`config.mk`:
```
export PLATFORM = sky130hd
export DESIGN_NAME = prime_factorization_flat
export DESIGN_NICKNAME = d
export VERILOG_FILES = /design/src/rtl/pf_pkg.sv /design/src/rtl/pf_in_if.sv /design/src/rtl/pf_out_if.sv /design/src/rtl/prime_factorization.sv /design/src/flat_wrapper.sv
export SDC_FILE = /design/constraint.sdc
export NUM_CORES = 1
export LEC_CHECK = 0
export ABC_AREA = 1
export BUFFER_PORTS_ARGS = -buffer_cell sky130_fd_sc_hd__buf_2
export CAP_MARGIN = 40
export CORE_UTILIZATION = 35
export CTS_BUF_LIST = sky130_fd_sc_hd__clkbuf_4 sky130_fd_sc_hd__clkbuf_8
export DETAILED_ROUTE_END_ITERATION = 16
export PLACE_DENSITY_LB_ADDON = 0.3
export SYNTH_ARGS = -nofsm -noshare
export SYNTH_HDL_FRONTEND = slang
export SYNTH_SLANG_ARGS = --single-unit
export TNS_END_PERCENT = 30
```
`constraint.sdc`:
```
create_clock -name clk_i -period 8.43 [get_ports clk_i]
set_input_delay 2.529 -clock clk_i [delete_from_list [all_inputs] [get_ports clk_i]]
set_output_delay 2.529 -clock clk_i [all_outputs]
set_load 0.005 [all_outputs]
```
`src/rtl/pf_pkg.sv`:
```
// Shared types, constants and the small-prime table for the prime factorization block.
package pf_pkg;

  localparam int unsigned VALUE_W     = 16;
  localparam int unsigned EXP_W       = 5;
  localparam int unsigned STATUS_W    = 2;
  localparam int unsigned VALUE_BITS_DEFAULT = 16;

  // A 16-bit value has at most six distinct prime factors.
  localparam int unsigned MAX_PAIRS   = 6;
  localparam int unsigned PAIR_IDX_W  = 3;

  // Primes below 256 cover every trial divisor a 16-bit value needs.
  localparam int unsigned PRIME_COUNT = 54;
  localparam int unsigned PRIME_IDX_W = 6;
  localparam int unsigned PRIME_W     = 8;

  typedef enum logic [STATUS_W-1:0] {
    ST_OK   = 2'd0,
    ST_LOW  = 2'd1,
    ST_HIGH = 2'd2
  } pf_status_e;

  // One stored result entry: last is derived at read-out.
  typedef struct packed {
    logic [VALUE_W-1:0] prime;
    logic [EXP_W-1:0]   exponent;
    pf_status_e         status;
  } pf_pair_t;

  function automatic logic [PRIME_W-1:0] prime_at(input logic [PRIME_IDX_W-1:0] idx);
    logic [PRIME_W-1:0] p;
    case (idx)
      6'd0:  p = 8'd2;    6'd1:  p = 8'd3;    6'd2:  p = 8'd5;    6'd3:  p = 8'd7;
      6'd4:  p = 8'd11;   6'd5:  p = 8'd13;   6'd6:  p = 8'd17;   6'd7:  p = 8'd19;
      6'd8:  p = 8'd23;   6'd9:  p = 8'd29;   6'd10: p = 8'd31;   6'd11: p = 8'd37;
      6'd12: p = 8'd41;   6'd13: p = 8'd43;   6'd14: p = 8'd47;   6'd15: p = 8'd53;
      6'd16: p = 8'd59;   6'd17: p = 8'd61;   6'd18: p = 8'd67;   6'd19: p = 8'd71;
      6'd20: p = 8'd73;   6'd21: p = 8'd79;   6'd22: p = 8'd83;   6'd23: p = 8'd89;
      6'd24: p = 8'd97;   6'd25: p = 8'd101;  6'd26: p = 8'd103;  6'd27: p = 8'd107;
      6'd28: p = 8'd109;  6'd29: p = 8'd113;  6'd30: p = 8'd127;  6'd31: p = 8'd131;
      6'd32: p = 8'd137;  6'd33: p = 8'd139;  6'd34: p = 8'd149;  6'd35: p = 8'd151;
      6'd36: p = 8'd157;  6'd37: p = 8'd163;  6'd38: p = 8'd167;  6'd39: p = 8'd173;
      6'd40: p = 8'd179;  6'd41: p = 8'd181;  6'd42: p = 8'd191;  6'd43: p = 8'd193;
      6'd44: p = 8'd197;  6'd45: p = 8'd199;  6'd46: p = 8'd211;  6'd47: p = 8'd223;
      6'd48: p = 8'd227;  6'd49: p = 8'd229;  6'd50: p = 8'd233;  6'd51: p = 8'd239;
      6'd52: p = 8'd241;  6'd53: p = 8'd251;
      default: p = 8'd0;
    endcase
    return p;
  endfunction

endpackage

```
`src/rtl/pf_in_if.sv`:
```
// Input channel: one value to factor per transfer.
interface pf_in_if;
  logic                        valid;
  logic                        ready;
  logic [pf_pkg::VALUE_W-1:0]  value;

  modport source (output valid, output value, input ready);
  modport sink   (input valid, input value, output ready);
endinterface

```
`src/rtl/pf_out_if.sv`:
```
// Output channel: one (prime, exponent) pair or error result per transfer.
interface pf_out_if;
  logic                         valid;
  logic                         ready;
  logic [pf_pkg::VALUE_W-1:0]   prime;
  logic [pf_pkg::EXP_W-1:0]     exponent;
  logic [pf_pkg::STATUS_W-1:0]  status;
  logic                         last;

  modport source (output valid, output prime, output exponent, output status,
                  output last, input ready);
  modport sink   (input valid, input prime, input exponent, input status,
                  input last, output ready);
endinterface

```
`src/rtl/prime_factorization.sv`:
```
// Prime factorization by trial division over a small-prime table with a result memory.
//
// Usage:
//   in_ch carries one unsigned value per transfer; out_ch returns its factorization
//   as (prime, exponent) pairs in ascending prime order, last set on the final pair.
//   A value below two gives one result with status 1; a value above value_limit
//   gives one result with status 2. Both error results have prime and exponent zero.
//   value_limit is written through cfg_we_i / cfg_data_i while the block is idle.
//   One value is worked on at a time: in_ch.ready is high only when idle.
// Operation:
//   Each trial prime costs a compare state (S_CHECK) plus a bit-serial division
//   (S_DIV), and each further division by the same prime another division. Each
//   result needs a memory read state (S_READ) and an output state (S_SEND); the
//   next value is taken only after the last result has been sent.
// Reset:
//   The controller returns to idle and value_limit goes to 65535. The result memory
//   is not cleared; only entries written for the current value are read.
// Stalls:
//   A result stays in the output register until out_ch.ready takes it.
module prime_factorization
  import pf_pkg::*;
#(
  parameter int unsigned VALUE_BITS = pf_pkg::VALUE_BITS_DEFAULT
) (
  input  logic                         clk_i,
  input  logic                         rst_ni,
  input  logic                         cfg_we_i,
  input  logic [pf_pkg::VALUE_W-1:0]   cfg_data_i,
  pf_in_if.sink                        in_ch,
  pf_out_if.source                     out_ch
);

  // Input mask for narrow configurations.
  localparam logic [31:0] MaskWide = (VALUE_BITS >= 32) ? 32'hFFFF_FFFF
                                                        : ((32'd1 << VALUE_BITS) - 32'd1);
  localparam logic [VALUE_W-1:0] ValueMask = MaskWide[VALUE_W-1:0];

  typedef enum logic [5:0] {
    S_IDLE   = 6'b000001,
    S_CHECK  = 6'b000010,
    S_DIV    = 6'b000100,
    S_FINISH = 6'b001000,
    S_READ   = 6'b010000,
    S_SEND   = 6'b100000
  } pf_state_e;

  pf_state_e               state_q, state_d;
  logic [VALUE_W-1:0]      limit_q;
  logic [VALUE_W-1:0]      n_q, n_d;
  logic [VALUE_W-1:0]      quo_q, quo_d;
  logic [PRIME_W:0]        rem_q, rem_d;
  logic [PRIME_W-1:0]      d_q, d_d;
  logic [3:0]              step_q, step_d;
  logic [EXP_W-1:0]        exp_q, exp_d;
  logic [PRIME_IDX_W-1:0]  pidx_q, pidx_d;
  logic [PAIR_IDX_W-1:0]   cnt_q, cnt_d;
  logic [PAIR_IDX_W-1:0]   rd_idx_q, rd_idx_d;

  // Result memory: one write port, one registered read port.
  pf_pair_t                mem [MAX_PAIRS];
  pf_pair_t                rd_data_q;
  logic                    mem_we;
  logic [PAIR_IDX_W-1:0]   mem_waddr;
  pf_pair_t                mem_wdata;

  logic [VALUE_W-1:0]      in_value;
  logic [PRIME_W-1:0]      cur_prime;
  logic [VALUE_W-1:0]      cur_sq;
  logic [PRIME_W:0]        trial;
  logic [PRIME_W:0]        trial_diff;
  logic                    trial_ge;
  logic                    in_xfer;
  logic                    out_xfer;
  logic                    out_last;

  assign in_ch.ready = (state_q == S_IDLE);
  assign in_xfer     = in_ch.valid & in_ch.ready;
  assign out_xfer    = out_ch.valid & out_ch.ready;
  assign in_value    = in_ch.value & ValueMask;

  // Candidate prime and its square for the loop-end test.
  assign cur_prime = prime_at(pidx_q);
  assign cur_sq    = VALUE_W'(cur_prime) * VALUE_W'(cur_prime);

  // One restoring-division step.
  assign trial      = {rem_q[PRIME_W-1:0], quo_q[VALUE_W-1]};
  assign trial_ge   = (trial >= {1'b0, d_q});
  assign trial_diff = trial - {1'b0, d_q};

  // Output register is the memory read data.
  assign out_last        = (rd_idx_q == (cnt_q - PAIR_IDX_W'(1)));
  assign out_ch.valid    = (state_q == S_SEND);
  assign out_ch.prime    = rd_data_q.prime;
  assign out_ch.exponent = rd_data_q.exponent;
  assign out_ch.status   = rd_data_q.status;
  assign out_ch.last     = out_last;

  // Controller and datapath next state.
  always_comb begin
    state_d   = state_q;
    n_d       = n_q;
    quo_d     = quo_q;
    rem_d     = rem_q;
    d_d       = d_q;
    step_d    = step_q;
    exp_d     = exp_q;
    pidx_d    = pidx_q;
    cnt_d     = cnt_q;
    rd_idx_d  = rd_idx_q;
    mem_we    = 1'b0;
    mem_waddr = cnt_q;
    mem_wdata = '{prime: '0, exponent: '0, status: ST_OK};

    case (state_q)
      S_IDLE: begin
        if (in_xfer) begin
          rd_idx_d = '0;
          if (in_value < VALUE_W'(2)) begin
            mem_we    = 1'b1;
            mem_waddr = '0;
            mem_wdata = '{prime: '0, exponent: '0, status: ST_LOW};
            cnt_d     = PAIR_IDX_W'(1);
            state_d   = S_READ;
          end else if (in_value > limit_q) begin
            mem_we    = 1'b1;
            mem_waddr = '0;
            mem_wdata = '{prime: '0, exponent: '0, status: ST_HIGH};
            cnt_d     = PAIR_IDX_W'(1);
            state_d   = S_READ;
          end else begin
            n_d     = in_value;
            cnt_d   = '0;
            pidx_d  = '0;
            state_d = S_CHECK;
          end
        end
      end

      S_CHECK: begin
        if ((pidx_q == PRIME_IDX_W'(PRIME_COUNT)) || (cur_sq > n_q) ||
            (cnt_q == PAIR_IDX_W'(MAX_PAIRS))) begin
          state_d = S_FINISH;
        end else begin
          d_d     = cur_prime;
          quo_d   = n_q;
          rem_d   = '0;
          step_d  = '0;
          exp_d   = '0;
          state_d = S_DIV;
        end
      end

      S_DIV: begin
        rem_d  = trial_ge ? trial_diff : trial;
        quo_d  = {quo_q[VALUE_W-2:0], trial_ge};
        step_d = step_q + 4'd1;
        if (step_q == 4'd15) begin
          if (rem_d == '0) begin
            // Divides evenly: keep the quotient and try the same prime again.
            n_d   = quo_d;
            exp_d = exp_q + EXP_W'(1);
          end else begin
            if (exp_q != '0) begin
              mem_we    = 1'b1;
              mem_wdata = '{prime: VALUE_W'(d_q), exponent: exp_q, status: ST_OK};
              cnt_d     = cnt_q + PAIR_IDX_W'(1);
            end
            pidx_d  = pidx_q + PRIME_IDX_W'(1);
            state_d = S_CHECK;
          end
        end
      end

      S_FINISH: begin
        // Whatever is left above one is itself prime.
        if ((n_q > VALUE_W'(1)) && (cnt_q < PAIR_IDX_W'(MAX_PAIRS))) begin
          mem_we    = 1'b1;
          mem_wdata = '{prime: n_q, exponent: EXP_W'(1), status: ST_OK};
          cnt_d     = cnt_q + PAIR_IDX_W'(1);
        end
        rd_idx_d = '0;
        state_d  = S_READ;
      end

      S_READ: begin
        state_d = S_SEND;
      end

      S_SEND: begin
        if (out_xfer) begin
          if (out_last) begin
            state_d = S_IDLE;
          end else begin
            rd_idx_d = rd_idx_q + PAIR_IDX_W'(1);
            state_d  = S_READ;
          end
        end
      end

      default: begin
        state_d = S_IDLE;
      end
    endcase
  end

  // Control registers.
  always_ff @(posedge clk_i or negedge rst_ni) begin
    if (!rst_ni) begin
      state_q  <= S_IDLE;
      limit_q  <= '1;
      cnt_q    <= '0;
      rd_idx_q <= '0;
      pidx_q   <= '0;
      step_q   <= '0;
    end else begin
      state_q  <= state_d;
      cnt_q    <= cnt_d;
      rd_idx_q <= rd_idx_d;
      pidx_q   <= pidx_d;
      step_q   <= step_d;
      if (cfg_we_i) begin
        limit_q <= cfg_data_i;
      end
    end
  end

  // Datapath registers.
  always_ff @(posedge clk_i) begin
    n_q   <= n_d;
    quo_q <= quo_d;
    rem_q <= rem_d;
    d_q   <= d_d;
    exp_q <= exp_d;
  end

  // Result memory write and registered read.
  always_ff @(posedge clk_i) begin
    if (mem_we) begin
      mem[mem_waddr] <= mem_wdata;
    end
    rd_data_q <= mem[rd_idx_q];
  end

  // Checks.
  a_cnt_bound: assert property (@(posedge clk_i) disable iff (!rst_ni)
    cnt_q <= PAIR_IDX_W'(MAX_PAIRS))
    else $error("result count beyond memory depth");

  a_read_in_range: assert property (@(posedge clk_i) disable iff (!rst_ni)
    out_ch.valid |-> (rd_idx_q < cnt_q))
    else $error("result read past the written entries");

  a_rem_below_div: assert property (@(posedge clk_i) disable iff (!rst_ni)
    (state_q == S_DIV) && (step_q != 4'd0) |-> (rem_q < {1'b0, d_q}))
    else $error("partial remainder not below divisor");

  a_no_overlap: assert property (@(posedge clk_i) disable iff (!rst_ni)
    !(in_ch.ready && out_ch.valid))
    else $error("input taken while a result is pending");

  a_exp_status: assert property (@(posedge clk_i) disable iff (!rst_ni)
    out_ch.valid |-> ((out_ch.status == ST_OK) == (out_ch.exponent != '0)))
    else $error("exponent and status disagree");

endmodule

```
`src/flat_wrapper.sv`:
```
// flat-port wrapper written by rule: the top's interface ports become plain ports
module prime_factorization_flat import pf_pkg::*;
#(
  parameter int unsigned VALUE_BITS = pf_pkg::VALUE_BITS_DEFAULT
)
  (clk_i, rst_ni, cfg_we_i, cfg_data_i, in_ch_valid, in_ch_value, in_ch_ready, out_ch_valid, out_ch_prime, out_ch_exponent, out_ch_status, out_ch_last, out_ch_ready);
  pf_in_if in_ch_i ();
  pf_out_if out_ch_i ();
  input  logic clk_i;
  input  logic rst_ni;
  input  logic cfg_we_i;
  input  logic [pf_pkg::VALUE_W-1:0] cfg_data_i;
  input wire logic [$bits(in_ch_i.valid)-1:0] in_ch_valid;
  input wire logic [$bits(in_ch_i.value)-1:0] in_ch_value;
  output wire logic [$bits(in_ch_i.ready)-1:0] in_ch_ready;
  output wire logic [$bits(out_ch_i.valid)-1:0] out_ch_valid;
  output wire logic [$bits(out_ch_i.prime)-1:0] out_ch_prime;
  output wire logic [$bits(out_ch_i.exponent)-1:0] out_ch_exponent;
  output wire logic [$bits(out_ch_i.status)-1:0] out_ch_status;
  output wire logic [$bits(out_ch_i.last)-1:0] out_ch_last;
  input wire logic [$bits(out_ch_i.ready)-1:0] out_ch_ready;
  assign in_ch_i.valid = in_ch_valid;
  assign in_ch_i.value = in_ch_value;
  assign in_ch_ready = in_ch_i.ready;
  assign out_ch_valid = out_ch_i.valid;
  assign out_ch_prime = out_ch_i.prime;
  assign out_ch_exponent = out_ch_i.exponent;
  assign out_ch_status = out_ch_i.status;
  assign out_ch_last = out_ch_i.last;
  assign out_ch_i.ready = out_ch_ready;
  prime_factorization #(.VALUE_BITS(VALUE_BITS)) u_core (.clk_i(clk_i), .rst_ni(rst_ni), .cfg_we_i(cfg_we_i), .cfg_data_i(cfg_data_i), .in_ch(in_ch_i), .out_ch(out_ch_i));
endmodule
```
==> impl_metrics.ini <==
[cts]
cts_buffer_depth = 3
tritoncts = done
clk_pin_slew_ns = 0.06
clockRootBuffer = clkbuf_8
cts.sinks = 252
cts-buffers-inserted = 42
clk_latency_ns = 0.56
h-tree-depth = 2
postCtsSetupBuffers = 0

[sta]
slew_headroom_pct = 40.5
rsz0062_at_grt = false
setup_viol = 0
min_period_ns = 7.73
timing.final.crit_share_pct = 91.7
fmax_ghz = 0.129
finalSetupTns_ns = 0
maxSlewViolCount = 0
finalClockSkew_ns = 0.0173
timing.final.ws_setup_ns = 0.699
worst_slew_pin_slew_ns = 0.885
hold_violations = 0

[floorplanning]
die_w_um = 199
start_util_pct = 35.8
core-area_um2 = 38000
dieHeight_um = 199
die_area_um2 = 39700
rows = 71
pin_count = 63

[place]
preCtsSetupSlack_ns = 0.602
dp_hpwl_um = 22800
io_buffers = 62
gp_congestion = 0.849
postPlaceCellArea_um2 = 14600

[logic_synthesis]
ys_seq_area_share_pct = 52.6
ys_async_sr_fraction_pct = 15.1
synth_area_leader_cell = edfxtp_1
synthFlopType = edfxtp_1
synth_edf_count = 191
synth.area.top_cells = edfxtp_1, ha_1, nand2_1
synth_top_area_share_pct = 42.1
synth_area_um2 = 13600
yosys_register_bits = 252
synth_cell_types = 49
synthesis.instances = 1404
avgSynthCellArea_um2 = 9.71
ys.warnings.count = 0

[setup_path]
path_delay_family = adder cells
cp_num_buf_inv = 4
critPathCaptureType = flop
cpPeakStageDelay_ns = 0.55
critPathLaunch = u_core.pidx_q[1]
worstPathRequired_ns = 8.66
timing.critical_path.mode_cell = nand2_1
startpoint_type = flop
crit_type = flop to flop
arrival_ns = 7.96
cp_max_fo = 10
slowest_stage = fa_1
r2r-start = u_core.pidx_q[1]

[detailed_routing]
wl_per_cell_um = 15.7
first_pass_iters = 5
drtAntennaViolNets = 0
drc = 0
routed_via_density = 4.94
drt_iter0_drc = 661
num_vias = 10001
drt-total-wl_um = 31900

[cells_and_area]
fin_area_um2 = 15500
final_cell_mix = nand2_1, edfxtp_1, inv_1
area_growth_pct = 13.6
nets = 1632
final_common_cell = nand2_1
drive_gt1_share_pct = 13.2

[global_route]
grt_use_total_pct = 16.3
antenna_found_initial = 0
global_route.overflow_total = 0
grt_pass1_vias = 9520
grt_pass1_wl_um = 50400
grt_max_degree = 73

[min_path]
hp-class = flop to flop
worstHoldStart = u_core.limit_q[11]

[job]
max_cap_viol_count = 0

[outcome]
status = complete, no violations
==> registers in the layout, summed over array words and instances, names as in the netlist, 6 cells and up <==
register             flops
u_core.out_ch.prime     16
u_core.d_q               8
u_core.n_q              16
u_core.state_q           6
u_core.rem_q             8
u_core.mem             138
u_core.pidx_q            6
u_core.quo_q            16
u_core.limit_q          16
==> worst paths after layout <==
check	end	slack, ns	depth (start not counted)
setup / recovery	u_core.exp_q[1]	0.70	35
setup reg to reg	u_core.exp_q[1]	0.70	35
min in group asynchronous	u_core.pidx_q[0]	1.80	1
hold reg to reg	u_core.limit_q[11]	0.49	2
hold / removal	u_core.limit_q[11]	0.49	2
max in group asynchronous	u_core.limit_q[15]	6.14	2
==> per-stage QoR <==
step | util (%) | hold WS, ns | cells
2_1_floorplan | - | 0.463 | 1405
3_3_place_gp | 38.1 | 0.479 | 1940
3_5_place_dp | 38.5 | 0.488 | 1946
4_1_cts | 40.7 | 0.499 | 2023
5_1_grt | 40.7 | 0.512 | 2023
6_report | 40.7 | 0.495 | 2024
==> worst register-to-register path, delay by kind of cell (launching register included) <==
kind | cells | cell delay [ns]
XOR/XNOR | 1 | 0.12
adder cells (fa/ha/maj) | 7 | 3.12
AO/OA/AOI/OAI | 9 | 1.32
flip-flops | 1 | 0.51
AND/OR/NAND/NOR | 14 | 1.87
buffers and inverters | 4 | 0.45
==> cells in the mapped netlist, types with 21 or more instances <==
cell type	n
a21oi_1	71
a32o_1	23
clkbuf_1	40
dfrtp_1	21
dfxtp_1	23
edfxtp_1	191
fa_1	25
ha_1	91
inv_1	173
nand2_1	288
nand3_1	45
nor2_1	136
o21ai_0	96
o22ai_1	33
==> routing by layer <==
metal | wire (µm) | up-vias | track usage, %
met5 | 0 | - | 0
met4 | 779 | 0 | 5.16
met3 | 1780 | 61 | 3.09
met2 | 15000 | 271 | 26.7
met1 | 14300 | 4739 | 21.6
li1 | - | 4930 | -
==> cells by family after synthesis <==
kind of cell	synth area share (%)
multiplexers	0.0826
XOR/XNOR	1.61
AND/OR/NAND/NOR	16.5
other	0.0275
buffers and inverters	6.42
AO/OA/AOI/OAI	10.8
adder cells (fa/ha/maj)	12.0
flip-flops	52.6
==> final cells by class <==
cell class / instances / area [µm²]
fillers: 3758 / 22500
flip-flops and latches: 252 / 7170
multi-input cells: 925 / 5640
clock buffers: 61 / 739
inverters: 180 / 676
well taps: 511 / 639
repair buffers: 78 / 513
clock inverters: 16 / 109
diodes: 1 / 2.50
==> repair_timing <==
action / in CTS / in global routing
setup endpoints to repair: 0 / 5
hold buffers: 0 / 0
resized for setup: 0 / 1
Power is not shown: default switching activity piles up to over one toggle a cycle in this logic, so the estimate is an artifact.
